===== src/sv/ultrasonic_ranger_controller_unit_defines.svh =====
// Assertion macros shared by the ultrasonic ranger controller RTL.
`ifndef ULTRASONIC_RANGER_CONTROLLER_UNIT_DEFINES_SVH
`define ULTRASONIC_RANGER_CONTROLLER_UNIT_DEFINES_SVH

`ifndef SYNTH
// Check a property every clock edge outside reset.
`define URC_ASSERT(name, prop, msg) \
  name: assert property (@(posedge clk_i) disable iff (!rst_ni) (prop)) else $error(msg);
// Check a property every clock edge, reset included.
`define URC_ASSERT_ALWAYS(name, prop, msg) \
  name: assert property (@(posedge clk_i) (prop)) else $error(msg);
`else
`define URC_ASSERT(name, prop, msg)
`define URC_ASSERT_ALWAYS(name, prop, msg)
`endif

`endif


===== src/sv/urc_pkg.sv =====
// Types, codes and the digit lookup function of the ultrasonic ranger controller.
package urc_pkg;

  // Configuration register indexes and widths
  localparam int unsigned CFG_IDX_W  = 2;
  localparam int unsigned CFG_DATA_W = 28;
  localparam logic [CFG_IDX_W-1:0] CFG_TRIGGER_TICKS  = 2'd0;
  localparam logic [CFG_IDX_W-1:0] CFG_SETTLE_TICKS   = 2'd1;
  localparam logic [CFG_IDX_W-1:0] CFG_MAX_ECHO_TICKS = 2'd2;
  localparam logic [CFG_IDX_W-1:0] CFG_SCALE_Q24      = 2'd3;

  localparam logic [15:0] TRIGGER_TICKS_RST  = 16'd160;
  localparam logic [27:0] SETTLE_TICKS_RST   = 28'd16000000;
  localparam logic [23:0] MAX_ECHO_TICKS_RST = 24'hFFFFFF;
  localparam logic [15:0] SCALE_Q24_RST      = 16'd17826;

  // Sequencer phases
  localparam logic [2:0] PH_BEGIN     = 3'd0;
  localparam logic [2:0] PH_HOLD      = 3'd1;
  localparam logic [2:0] PH_SETTLE    = 3'd2;
  localparam logic [2:0] PH_TRIGGER   = 3'd3;
  localparam logic [2:0] PH_WAIT_ECHO = 3'd4;
  localparam logic [2:0] PH_COUNT     = 3'd5;

  // Status LED codes, green/blue/red in bits 2..0
  localparam logic [2:0] LED_OFF     = 3'd0;
  localparam logic [2:0] LED_IDLE    = 3'd4;
  localparam logic [2:0] LED_PAUSED  = 3'd5;
  localparam logic [2:0] LED_MEASURE = 3'd1;

  localparam logic [6:0] SEG_OFF = 7'h7F;

  localparam int unsigned QUEUE_DEPTH = 4;

  // One tick's worth of sequencer output, handed from front to back
  typedef struct packed {
    logic        trigger;
    logic [2:0]  led;
    logic        done;
    logic [23:0] echo_width;
  } urc_entry_t;

  // Active-low gfedcba pattern of one decimal digit
  function automatic logic [6:0] seg_of(input logic [3:0] digit);
    logic [6:0] pat;
    case (digit)
      4'd0:    pat = 7'h40;
      4'd1:    pat = 7'h79;
      4'd2:    pat = 7'h24;
      4'd3:    pat = 7'h30;
      4'd4:    pat = 7'h19;
      4'd5:    pat = 7'h12;
      4'd6:    pat = 7'h02;
      4'd7:    pat = 7'h78;
      4'd8:    pat = 7'h00;
      4'd9:    pat = 7'h10;
      default: pat = SEG_OFF;
    endcase
    return pat;
  endfunction

endpackage


===== src/sv/ultrasonic_ranger_controller_unit.sv =====
// Top level of the ultrasonic ranger controller: configuration registers and stream ports.
// Each input word is one tick of the timing reference carrying the echo level and the
// hold button; each tick yields exactly one output word with the trigger level, status
// LEDs, three active-low gfedcba digits, the last distance in centimetres and a tuser
// flag set on the tick a new distance is latched. The sequencer pauses while the button
// is held, waits settle_ticks, pulses the trigger for trigger_ticks, then counts the
// echo high time (saturating at max_echo_ticks) and converts it with
// cm = (count * scale_q24) >> 24. One word is accepted and one delivered every clock
// cycle while the output is not stalled; an accepted word is written into the queue
// at the accepting edge and read straight into the first of three arithmetic stages
// for the scaling multiply and two decimal splits, followed by the output register.
// The queue between sequencer and arithmetic holds QueueDepth words; while the output
// is stalled the input keeps flowing until the queue fills, and a full queue drops
// tready for the cycle in which the output resumes.
// Write configuration only while no word is in flight.
module ultrasonic_ranger_controller_unit
  import urc_pkg::*;
#(
  parameter int unsigned QueueDepth = QUEUE_DEPTH
) (
  input  logic                  clk_i,
  input  logic                  rst_ni,
  // configuration write port
  input  logic                  cfg_we_i,
  input  logic [CFG_IDX_W-1:0]  cfg_idx_i,
  input  logic [CFG_DATA_W-1:0] cfg_data_i,
  // tick stream in
  input  logic                  s_axis_tvalid_i,
  output logic                  s_axis_tready_o,
  input  logic [7:0]            s_axis_tdata_i,  // [0] echo, [1] hold_button, rest zero
  // result stream out
  output logic                  m_axis_tvalid_o,
  input  logic                  m_axis_tready_i,
  // [0] trigger, [3:1] led_bits, [10:4] seg_hundreds, [17:11] seg_tens,
  // [24:18] seg_ones, [39:25] distance_cm
  output logic [39:0]           m_axis_tdata_o,
  output logic [0:0]            m_axis_tuser_o   // [0] measure_done
);

  logic [15:0] trigger_ticks_q;
  logic [27:0] settle_ticks_q;
  logic [23:0] max_echo_ticks_q;
  logic [15:0] scale_q24_q;

  logic       q_full, q_empty, push, pop;
  urc_entry_t push_entry, pop_entry;

  // Configuration registers; writes are registered, no read-back
  always_ff @(posedge clk_i or negedge rst_ni) begin
    if (!rst_ni) begin
      trigger_ticks_q  <= TRIGGER_TICKS_RST;
      settle_ticks_q   <= SETTLE_TICKS_RST;
      max_echo_ticks_q <= MAX_ECHO_TICKS_RST;
      scale_q24_q      <= SCALE_Q24_RST;
    end else if (cfg_we_i) begin
      unique case (cfg_idx_i)
        CFG_TRIGGER_TICKS:  trigger_ticks_q  <= cfg_data_i[15:0];
        CFG_SETTLE_TICKS:   settle_ticks_q   <= cfg_data_i[27:0];
        CFG_MAX_ECHO_TICKS: max_echo_ticks_q <= cfg_data_i[23:0];
        CFG_SCALE_Q24:      scale_q24_q      <= cfg_data_i[15:0];
        default:            ;
      endcase
    end
  end

  // Sequencer: one step per accepted tick
  urc_front u_front (
    .clk_i            (clk_i),
    .rst_ni           (rst_ni),
    .tick_valid_i     (s_axis_tvalid_i),
    .tick_ready_o     (s_axis_tready_o),
    .echo_i           (s_axis_tdata_i[0]),
    .hold_i           (s_axis_tdata_i[1]),
    .trigger_ticks_i  (trigger_ticks_q),
    .settle_ticks_i   (settle_ticks_q),
    .max_echo_ticks_i (max_echo_ticks_q),
    .q_full_i         (q_full),
    .push_o           (push),
    .entry_o          (push_entry)
  );

  // Decouple sequencer from the arithmetic pipeline
  urc_queue #(
    .Depth (QueueDepth)
  ) u_queue (
    .clk_i       (clk_i),
    .rst_ni      (rst_ni),
    .push_i      (push),
    .push_data_i (push_entry),
    .full_o      (q_full),
    .pop_i       (pop),
    .empty_o     (q_empty),
    .pop_data_o  (pop_entry)
  );

  logic back_ready;
  assign pop = back_ready && !q_empty;

  // Distance scaling, digit split and output register
  urc_back u_back (
    .clk_i           (clk_i),
    .rst_ni          (rst_ni),
    .in_valid_i      (!q_empty),
    .in_ready_o      (back_ready),
    .in_entry_i      (pop_entry),
    .scale_q24_i     (scale_q24_q),
    .m_axis_tvalid_o (m_axis_tvalid_o),
    .m_axis_tready_i (m_axis_tready_i),
    .m_axis_tdata_o  (m_axis_tdata_o),
    .m_axis_tuser_o  (m_axis_tuser_o)
  );

endmodule


===== src/sv/urc_front.sv =====
// Front end: takes one tick per word and steps the measurement sequencer.
`include "ultrasonic_ranger_controller_unit_defines.svh"
module urc_front
  import urc_pkg::*;
(
  input  logic        clk_i,
  input  logic        rst_ni,
  input  logic        tick_valid_i,
  output logic        tick_ready_o,
  input  logic        echo_i,
  input  logic        hold_i,
  input  logic [15:0] trigger_ticks_i,
  input  logic [27:0] settle_ticks_i,
  input  logic [23:0] max_echo_ticks_i,
  input  logic        q_full_i,
  output logic        push_o,
  output urc_entry_t  entry_o
);

  logic [2:0]  phase_q, phase_d;
  logic [27:0] cnt_q, cnt_d;
  logic [23:0] ew_q, ew_d;
  logic [2:0]  led_q, led_d;
  logic        done;

  assign tick_ready_o = !q_full_i;
  assign push_o       = tick_valid_i && !q_full_i;

  always_comb begin
    phase_d = phase_q;
    cnt_d   = cnt_q;
    ew_d    = ew_q;
    led_d   = led_q;
    done    = 1'b0;
    unique case (phase_q)
      PH_HOLD: begin
        if (hold_i) begin
          led_d = LED_PAUSED;
        end else begin
          phase_d = PH_SETTLE;
          cnt_d   = '0;
        end
      end
      PH_SETTLE: begin
        if (cnt_q >= settle_ticks_i) begin
          led_d   = LED_MEASURE;
          cnt_d   = 28'd1;
          phase_d = PH_TRIGGER;
        end else begin
          cnt_d = cnt_q + 28'd1;
        end
      end
      PH_TRIGGER: begin
        if (cnt_q >= {12'd0, trigger_ticks_i}) begin
          cnt_d   = '0;
          phase_d = PH_WAIT_ECHO;
        end else begin
          cnt_d = cnt_q + 28'd1;
        end
      end
      PH_WAIT_ECHO: begin
        if (echo_i) begin
          ew_d    = '0;
          phase_d = PH_COUNT;
        end
      end
      PH_COUNT: begin
        if (echo_i) begin
          ew_d = (ew_q < max_echo_ticks_i) ? ew_q + 24'd1 : max_echo_ticks_i;
        end else begin
          done    = 1'b1;
          phase_d = PH_BEGIN;
        end
      end
      default: begin
        // begin phase, and any code that means nothing
        cnt_d = '0;
        if (hold_i) begin
          led_d   = LED_PAUSED;
          phase_d = PH_HOLD;
        end else begin
          led_d   = LED_IDLE;
          phase_d = PH_SETTLE;
        end
      end
    endcase
  end

  assign entry_o.trigger    = (phase_d == PH_TRIGGER);
  assign entry_o.led        = led_d;
  assign entry_o.done       = done;
  assign entry_o.echo_width = ew_q;

  always_ff @(posedge clk_i or negedge rst_ni) begin
    if (!rst_ni) begin
      phase_q <= PH_BEGIN;
      cnt_q   <= '0;
      ew_q    <= '0;
      led_q   <= LED_OFF;
    end else if (push_o) begin
      phase_q <= phase_d;
      cnt_q   <= cnt_d;
      ew_q    <= ew_d;
      led_q   <= led_d;
    end
  end

  `URC_ASSERT(a_settle_to_trigger,
    push_o && phase_q == PH_SETTLE && cnt_q >= settle_ticks_i
      |=> phase_q == PH_TRIGGER && cnt_q == 28'd1 && led_q == LED_MEASURE,
    "settle expiry did not start the trigger pulse")

endmodule


===== src/sv/urc_queue.sv =====
// Short FIFO of sequencer words between front and back.
`include "ultrasonic_ranger_controller_unit_defines.svh"
module urc_queue
  import urc_pkg::*;
#(
  parameter int unsigned Depth = QUEUE_DEPTH
) (
  input  logic       clk_i,
  input  logic       rst_ni,
  input  logic       push_i,
  input  urc_entry_t push_data_i,
  output logic       full_o,
  input  logic       pop_i,
  output logic       empty_o,
  output urc_entry_t pop_data_o
);

  localparam int unsigned PtrW = (Depth > 1) ? $clog2(Depth) : 1;
  localparam int unsigned CntW = $clog2(Depth + 1);
  localparam logic [PtrW-1:0] LastPtr = PtrW'(Depth - 1);
  localparam logic [CntW-1:0] FullCnt = CntW'(Depth);

  urc_entry_t          mem_q [Depth];
  logic [PtrW-1:0]     wr_ptr_q, rd_ptr_q;
  logic [CntW-1:0]     count_q;
  logic                do_push, do_pop;

  assign full_o     = (count_q == FullCnt);
  assign empty_o    = (count_q == '0);
  assign do_push    = push_i && !full_o;
  assign do_pop     = pop_i && !empty_o;
  assign pop_data_o = mem_q[rd_ptr_q];

  always_ff @(posedge clk_i) begin
    if (do_push) begin
      mem_q[wr_ptr_q] <= push_data_i;
    end
  end

  always_ff @(posedge clk_i or negedge rst_ni) begin
    if (!rst_ni) begin
      wr_ptr_q <= '0;
      rd_ptr_q <= '0;
      count_q  <= '0;
    end else begin
      if (do_push) begin
        wr_ptr_q <= (wr_ptr_q == LastPtr) ? '0 : wr_ptr_q + PtrW'(1);
      end
      if (do_pop) begin
        rd_ptr_q <= (rd_ptr_q == LastPtr) ? '0 : rd_ptr_q + PtrW'(1);
      end
      case ({do_push, do_pop})
        2'b10:   count_q <= count_q + CntW'(1);
        2'b01:   count_q <= count_q - CntW'(1);
        default: count_q <= count_q;
      endcase
    end
  end

  `URC_ASSERT(a_count_bound, count_q <= FullCnt,
    "queue fill count beyond depth")
  `URC_ASSERT(a_count_track,
    push_i && !full_o && !(pop_i && !empty_o) |=> count_q == $past(count_q) + CntW'(1),
    "queue fill count lost a push")

endmodule


===== src/sv/urc_back.sv =====
// Back end: turns echo widths into centimetres and digits, holds the output word.
`include "ultrasonic_ranger_controller_unit_defines.svh"
module urc_back
  import urc_pkg::*;
(
  input  logic        clk_i,
  input  logic        rst_ni,
  input  logic        in_valid_i,
  output logic        in_ready_o,
  input  urc_entry_t  in_entry_i,
  input  logic [15:0] scale_q24_i,
  output logic        m_axis_tvalid_o,
  input  logic        m_axis_tready_i,
  output logic [39:0] m_axis_tdata_o,
  output logic [0:0]  m_axis_tuser_o
);

  logic en;

  // stage valids (control) and payloads
  logic        s1_valid_q, s2_valid_q, s3_valid_q, out_valid_q;
  logic        s1_trig_q, s2_trig_q, s3_trig_q, out_trig_q;
  logic [2:0]  s1_led_q, s2_led_q, s3_led_q, out_led_q;
  logic        s1_done_q, s2_done_q, s3_done_q, out_done_q;
  logic [39:0] s1_prod_q;
  logic [14:0] s2_cm_q, s3_cm_q;
  logic [8:0]  s2_q100_q, s3_q100_q;
  logic [11:0] s2_q10_q, s3_q10_q;
  logic [5:0]  s3_q1000_q;
  logic [8:0]  s3_q100t_q;

  // display state
  logic [14:0] dist_q;
  logic [6:0]  seg_h_q, seg_t_q, seg_o_q;

  logic [15:0] cm_raw;
  logic [14:0] cm_sat;
  logic [27:0] mul_q100;
  logic [30:0] mul_q10;
  logic [16:0] mul_q1000;
  logic [24:0] mul_q100t;
  logic [8:0]  h_rem;
  logic [11:0] t_rem;
  logic [14:0] o_rem;

  assign en         = !out_valid_q || m_axis_tready_i;
  assign in_ready_o = en;

  // Stage 2: scale back to cm, saturate, divide by 100 and by 10 via reciprocals
  assign cm_raw   = s1_prod_q[39:24];
  assign cm_sat   = cm_raw[15] ? 15'h7FFF : cm_raw[14:0];
  assign mul_q100 = 28'(cm_sat) * 28'(13'd5243);
  assign mul_q10  = 31'(cm_sat) * 31'(16'd52429);

  // Stage 3: second decimal split
  assign mul_q1000 = 17'(s2_q100_q) * 17'(8'd205);
  assign mul_q100t = 25'(s2_q10_q) * 25'(13'd6554);

  // Output stage: remainders by shift-add times ten
  assign h_rem = s3_q100_q - ({s3_q1000_q, 3'b000} + {2'b00, s3_q1000_q, 1'b0});
  assign t_rem = s3_q10_q - ({s3_q100t_q, 3'b000} + {2'b00, s3_q100t_q, 1'b0}) ;
  assign o_rem = s3_cm_q - ({s3_q10_q, 3'b000} + {2'b00, s3_q10_q, 1'b0});

  always_ff @(posedge clk_i or negedge rst_ni) begin
    if (!rst_ni) begin
      s1_valid_q  <= 1'b0;
      s2_valid_q  <= 1'b0;
      s3_valid_q  <= 1'b0;
      out_valid_q <= 1'b0;
      dist_q      <= '0;
      seg_h_q     <= SEG_OFF;
      seg_t_q     <= SEG_OFF;
      seg_o_q     <= SEG_OFF;
    end else if (en) begin
      s1_valid_q  <= in_valid_i;
      s2_valid_q  <= s1_valid_q;
      s3_valid_q  <= s2_valid_q;
      out_valid_q <= s3_valid_q;
      if (s3_valid_q && s3_done_q) begin
        dist_q  <= s3_cm_q;
        seg_h_q <= seg_of(h_rem[3:0]);
        seg_t_q <= seg_of(t_rem[3:0]);
        seg_o_q <= seg_of(o_rem[3:0]);
      end
    end
  end

  always_ff @(posedge clk_i) begin
    if (en) begin
      s1_trig_q   <= in_entry_i.trigger;
      s1_led_q    <= in_entry_i.led;
      s1_done_q   <= in_entry_i.done;
      s1_prod_q   <= 40'(in_entry_i.echo_width) * 40'(scale_q24_i);
      s2_trig_q   <= s1_trig_q;
      s2_led_q    <= s1_led_q;
      s2_done_q   <= s1_done_q;
      s2_cm_q     <= cm_sat;
      s2_q100_q   <= mul_q100[27:19];
      s2_q10_q    <= mul_q10[30:19];
      s3_trig_q   <= s2_trig_q;
      s3_led_q    <= s2_led_q;
      s3_done_q   <= s2_done_q;
      s3_cm_q     <= s2_cm_q;
      s3_q100_q   <= s2_q100_q;
      s3_q10_q    <= s2_q10_q;
      s3_q1000_q  <= mul_q1000[16:11];
      s3_q100t_q  <= mul_q100t[24:16];
      out_trig_q  <= s3_trig_q;
      out_led_q   <= s3_led_q;
      out_done_q  <= s3_done_q;
    end
  end

  assign m_axis_tvalid_o = out_valid_q;
  assign m_axis_tdata_o  = {dist_q, seg_o_q, seg_t_q, seg_h_q, out_led_q, out_trig_q};
  assign m_axis_tuser_o  = out_done_q;

  `URC_ASSERT(a_done_digits_lit,
    out_valid_q && out_done_q |-> seg_h_q != SEG_OFF && seg_t_q != SEG_OFF && seg_o_q != SEG_OFF,
    "measurement word carries a blank digit")

endmodule


===== config.mk =====
export PLATFORM = sky130hd
export DESIGN_NAME = ultrasonic_ranger_controller_unit
export DESIGN_NICKNAME = d
export VERILOG_FILES = /design/src/sv/urc_pkg.sv /design/src/sv/ultrasonic_ranger_controller_unit.sv /design/src/sv/urc_front.sv /design/src/sv/urc_queue.sv /design/src/sv/urc_back.sv
export VERILOG_INCLUDE_DIRS = /design/src /design/src/sv
export SDC_FILE = /design/constraint.sdc
export NUM_CORES = 2
export LEC_CHECK = 0
export ABC_AREA = 0
export BUFFER_PORTS_ARGS = -buffer_cell sky130_fd_sc_hd__buf_2
export CAP_MARGIN = 20
export CORE_UTILIZATION = 68
export CTS_BUF_LIST = sky130_fd_sc_hd__clkbuf_2 sky130_fd_sc_hd__clkbuf_4 sky130_fd_sc_hd__clkbuf_8
export DETAILED_ROUTE_END_ITERATION = 12
export PLACE_DENSITY = 0.84
export SKIP_CTS_REPAIR_TIMING = 1
export SLEW_MARGIN = 15
export SYNTH_ARGS = -nofsm -noshare
export SYNTH_HDL_FRONTEND = slang
export SYNTH_SLANG_ARGS = --single-unit
export TNS_END_PERCENT = 20

===== constraint.sdc =====
create_clock -name clk_i -period 11.15 [get_ports clk_i]
set_input_delay 2.23 -clock clk_i [delete_from_list [all_inputs] [get_ports clk_i]]
set_output_delay 2.23 -clock clk_i [all_outputs]
set_load 0.01 [all_outputs]

# [Word-level counts from Yosys, hierarchy flattened]
# Memories as Yosys holds them, arrays and structs flattened. A register that Yosys moved wholly into a read port is not among the register bits.
# Index checks and enable logic that the tools add are counted.
[word_totals] word_cells=131 n_memories=4 mem_bits_rw=116 ff_bits=293 rom_bits=336 output_inout_bits=43
[op_classes] magnitude_cmp=3 n_bitwise=1 add_sub_neg=12 n_reduce_logical=25 n_mul=5 n_mux=27 n_eq_ne=17
[memory_table] name="u_queue.mem_q" words=4 word_bits=29 read_ports=1 rd_clocked_by_memory_dff=0 write_ports=1 line_no="urc_queue.sv:23" rtl="urc_entry_t mem_q [Depth];"
[memory_table] name="(name not given)" words=16 word_bits=7 read_ports=1 rd_clocked_by_memory_dff=1 write_ports=0 line_no="urc_pkg.sv:46" rtl="case (digit)"
[memory_table] name="(name not given)" words=16 word_bits=7 read_ports=1 rd_clocked_by_memory_dff=1 write_ports=0 line_no="urc_pkg.sv:46"
[memory_table] name="(name not given)" words=16 word_bits=7 read_ports=1 rd_clocked_by_memory_dff=1 write_ports=0 line_no="urc_pkg.sv:46"
[op_table] op="28-bit case mux with 4 select lines" n=1
[op_table] op="28-bit two-way mux" n=3
[op_table] op="24-bit two-way mux" n=3
[op_table] op="24-bit case mux with 2 select lines" n=1
[op_table] op="24-bit by 16-bit multiplier with 40-bit output" n=1
[op_table] op="15-bit by 16-bit multiplier with 31-bit output, second input constant" n=1
[op_table] op="28-bit by 1-bit adder with 28-bit output, second input constant" n=1
[op_table] op="28-bit by 16-bit >= comparator with 1-bit output" n=1
[op_table] op="28-bit >= comparator" n=1
[op_table] op="15-bit by 13-bit multiplier with 28-bit output, second input constant" n=1
[op_table] op="24-bit by 1-bit adder with 24-bit output, second input constant" n=1
[op_table] op="24-bit less-than comparator" n=1
[op_table] op="3-bit two-way mux" n=7
[op_table] op="12-bit by 12-bit multiplier with 18-bit output, second input constant" n=1
[op_table] op="15-bit two-way mux" n=1
[op_table] op="3-bit case mux with 5 select lines" n=1
[op_table] op="9-bit by 8-bit multiplier with 14-bit output, second input constant" n=1
[op_table] op="4-bit adder" n=3
[op_table] op="4-bit subtractor" n=3
[op_table] op="2-bit equality test, second input constant" n=5
[op_table] op="2-bit AND reduction" n=5
[op_table] op="3-bit by 2-bit equality test with 1-bit output, second input constant" n=3
[op_table] op="3-bit equality test, second input constant" n=3
[op_table] op="3-bit case mux with 3 select lines" n=1
[op_table] op="20 further kinds" n=40

# [Logic depth before layout (Yosys ltp)]
[depth] word_depth=6 depth_mapped=27 ltp_nobuf=24

# [Modules after synthesis]
# From an unflattened synthesis, not the netlist that was laid out.
[hier_totals] hier_cells=3790 area_unflattened_um2=40632.7
[by_module_without_submodules] mod="urc_back" cells_each=2720 area_per_inst_um2=27161.0 n_inst=1
[by_module_without_submodules] mod="urc_front" cells_each=698 area_per_inst_um2=5561.6 n_inst=1
[by_module_without_submodules] mod="urc_queue" cells_each=191 area_per_inst_um2=4669.5 n_inst=1
[by_module_without_submodules] mod="ultrasonic_ranger_controller_unit" cells_each=181 area_per_inst_um2=3240.6 n_inst=1

# [Worst setup path after synthesis]
# Ideal clock, no wire load.
[synth_path] kind="reg2reg" start="reg u_queue.rd_ptr_q[0]" end="reg u_back.s1_prod_q[38] (data pin)" n_path_buf=3 path_stages_with_launch=27 t_arrival_ps=7046 setup_slack_ps=3846 synth_period_minus_slack_ps=7304 path_cell_list="dfrtp_1 buf_2 buf_1 mux4_2 clkbuf_1 nand2_1 fa_1 inv_1 fa_1 inv_1 fa_1 inv_1 fa_1 fa_1 inv_1 fa_1 inv_1 ha_1 a21oi_1 o221ai_1 a41oi_1 o21ai_0 o21ai_1 a31oi_1 a311o_1 a21oi_1 xnor2_1"
[synth_between] elab_chain_cells=2
[synth_rtl] item="from (decl)" line_no="urc_queue.sv:24" rtl="logic [PtrW-1:0] wr_ptr_q, rd_ptr_q;"
[synth_rtl] item="from (signal assigned)" line_no="urc_queue.sv:50" rtl="rd_ptr_q <= (rd_ptr_q == LastPtr) ? '0 : rd_ptr_q + PtrW'(1);"
[synth_rtl] item="memory read 4 x 29 bit"
[synth_rtl] item="24-bit by 16-bit multiplier with 40-bit output" line_no="urc_back.sv:93" rtl="s1_prod_q <= 40'(in_entry_i.echo_width) * 40'(scale_q24_i);"
[synth_rtl] item="to (signal assigned)" line_no="urc_back.sv:93"
[synth_rtl] item="to (decl)" line_no="urc_back.sv:25" rtl="logic [39:0] s1_prod_q;"
# No other way between the ends.
# A chain may end at the register's enable or synchronous reset.

# [Worst setup path in the final report]
# Ends and elaborated chain as after synthesis.

==> flow_metrics.tcl <==
set metrics [dict create \
    status "finished clean" \
    portBuffers 79 \
    wire_per_inst_um 18.5 \
    gp_congestion 0.928 \
    clock-root-buffer "clkbuf_8" \
    vias_per_cell 5.79 \
    hold_class "reg2reg" \
    rrSetupSlack_ns 3.44 \
    netlist_area_um2 39600 \
    grt_pass1_vias 28500 \
    nFillCells 3785 \
    period_share_pct 69.1 \
    dp_hpwl_um 63500 \
    period_needed_ns 7.71 \
    ys_seq_area_share_pct 28.6 \
    finalSetupTns_ns 0 \
    drv_cap 0 \
    rsz0062_at_grt "false" \
    hold_violations 0 \
    yosysWarnings 0 \
    cts_made_buffers 68 \
    holdPathStages 0 \
    die_y_um 243 \
    syn_nets 4716 \
    area_delta_synth_final_pct 6.55 \
    cp_data_required_time_ns 11.55 \
    ys_ff_latch 406 \
    wirelength_um 84600 \
    core_area_um2 57600 \
    vias 26400 \
    track_usage_pct 30.1 \
    finClkSkew_ns 0.0349 \
    fmaxAchievable_ghz 0.130 \
    clockBufferDepth 3 \
    setup_viol 0 \
    drive_gt1_share_pct 11.2 \
    drt.antenna.violating_nets 0 \
    die_x_um 243 \
    cts.htree.levels 3 \
    slew_viol_final 0 \
    avgSynthCellArea_um2 10.8 \
    cts_tree "done" \
    crit_start "u_queue.rd_ptr_q[0]" \
    r2r_cells 23 \
    start_kind "flop" \
    io_pins 86 \
    clkTransAtPathRegs_ns 0.06 \
    antenna_found_initial 3 \
    synth_edf_count 217 \
    dr.pass1.iters 7 \
    synth.distinct_cells 64 \
    final_nets 4778 \
    async_flop_share_pct 46.6 \
    synthFlopType "edfxtp_1" \
    layout_commonest_cell "inv_1" \
    critPathKind "reg2reg" \
    cts_sinks 406 \
    min_from "u_back.s3_led_q[2]" \
    grt_overflow 0 \
    synth_cells 3680 \
    clk_latency_ns 0.67 \
    reg2reg_from "u_queue.rd_ptr_q[0]" \
    num_rows 88 \
    cp_max_fo 32 \
    die_area_um2 59200 \
    initial_core_util_pct 68.8 \
    grt_pass1_wl_um 141000 \
    crit_arrival_ns 8.10 \
    mostFrequentLayoutCells "782 x inv_1, 511 x ha_1, 482 x fa_1" \
    max-slew-margin-rel_pct 19.1 \
    cp-end-kind "flop" \
    drt_iter0_markers 1494 \
    grt_max_degree 153 \
    worst_pin_slew_ns 1.21 \
    drcViolationCount 0 \
]
metrics by stage:
stage | hold slack [ns] | area, um2 | utilization (%) | setup slack, ns | std cells
final | 0.414 | 42200 | 73.3 | 3.44 | 4563
after global routing | 0.416 | 42200 | 73.3 | 3.03 | 4562
after CTS | 0.410 | 42200 | 73.2 | 3.44 | 4561
after detailed placement | 0.405 | 40700 | 70.7 | 3.46 | 4436
after global placement | 0.400 | 40700 | 70.7 | 3.54 | 4436
after floorplan | 0.400 | 39600 | - | 3.85 | 3680
worst max-delay path, cell delays in order (launching register included):
cell	delay, ns
dfrtp_2	0.34
buf_4	0.49
mux4_2	0.79
and2_1	0.26
fa_1	0.54
inv_1	0.06
fa_1	0.56
fa_1	0.44
fa_1	0.49
inv_1	0.05
fa_1	0.53
inv_1	0.06
fa_1	0.53
inv_1	0.04
ha_1	0.30
o21ai_0	0.23
o221ai_1	0.16
a41oi_1	0.25
o21ai_0	0.13
o21ai_1	0.23
a31oi_1	0.22
a311o_1	0.43
a21oi_1	0.18
xnor2_1	0.08
layout make-up:
type                            count  area, um2  area share, %
Antenna cell                        1       2.50        0.00593
Clock buffer                      102       1250           2.96
Clock inverter                     23        201          0.477
Inverter                          782       2940           6.96
Multi-Input combinational cell   2387      25000           59.2
Sequential cell                   406      11300           26.8
Tap cell                          765        957           2.27
Timing Repair Buffer               97        559           1.33
registers in the layout, indices dropped and copies added, names as in the netlist, 9 cells and up:
register and count:
u_back.s3_cm_q 15, u_back.s2_q10_q 12, trigger_ticks_q 16, u_back.s2_q100_q 9, max_echo_ticks_q 24, scale_q24_q 16, u_back.dist_q 15, u_queue.mem_q 116
u_back.s2_cm_q 15, settle_ticks_q 28, u_front.ew_q 24, u_back.s1_prod_q 16, u_front.cnt_q 28
worst paths after layout:
| check | to |
|---|---|
| max reg2reg | u_back.s1_prod_q[38] |
| min in group asynchronous | u_back.dist_q[0] |
| max in group asynchronous | scale_q24_q[9] |
| min | u_back.out_led_q[2] |
| min reg2reg | u_back.out_led_q[2] |
| max | u_back.s1_prod_q[38] |
cells in the mapped netlist (77+ instances only):
| cell type | number | share of area, % |
|---|---|---|
| ha_1 | 511 | 16 |
| fa_1 | 482 | 24 |
| inv_1 | 782 | 7.4 |
| clkbuf_1 | 92 | 0.87 |
| a21oi_1 | 98 | 1.2 |
| mux2_2 | 87 | 2.5 |
| nand2_1 | 322 | 3.1 |
| dfrtp_1 | 129 | 8.2 |
| o21ai_0 | 118 | 1.5 |
| edfxtp_1 | 217 | 16 |
| a21o_1 | 77 | 1.5 |
| and2_1 | 160 | 2.5 |
per-layer routing:
layer	up-vias	track usage (%)	wire length, um
met1	13100	37.4	33300
met4	6	12.3	3090
li1	12100	-	-
met2	966	51.4	42400
met5	-	0	43
met3	232	6.05	5830
kinds of logic after synthesis:
| group | synth area share, % |
|---|---|
| buf+inv | 8.43 |
| compound gates | 7.04 |
| mux | 4.27 |
| fa+ha+maj | 40.5 |
| simple gates | 9.49 |
| flops | 28.6 |
| xor+xnor | 1.68 |
Power is left out: the tool's default activity adds up to more than one toggle a clock period on the data nets, which glitch-free logic cannot reach.
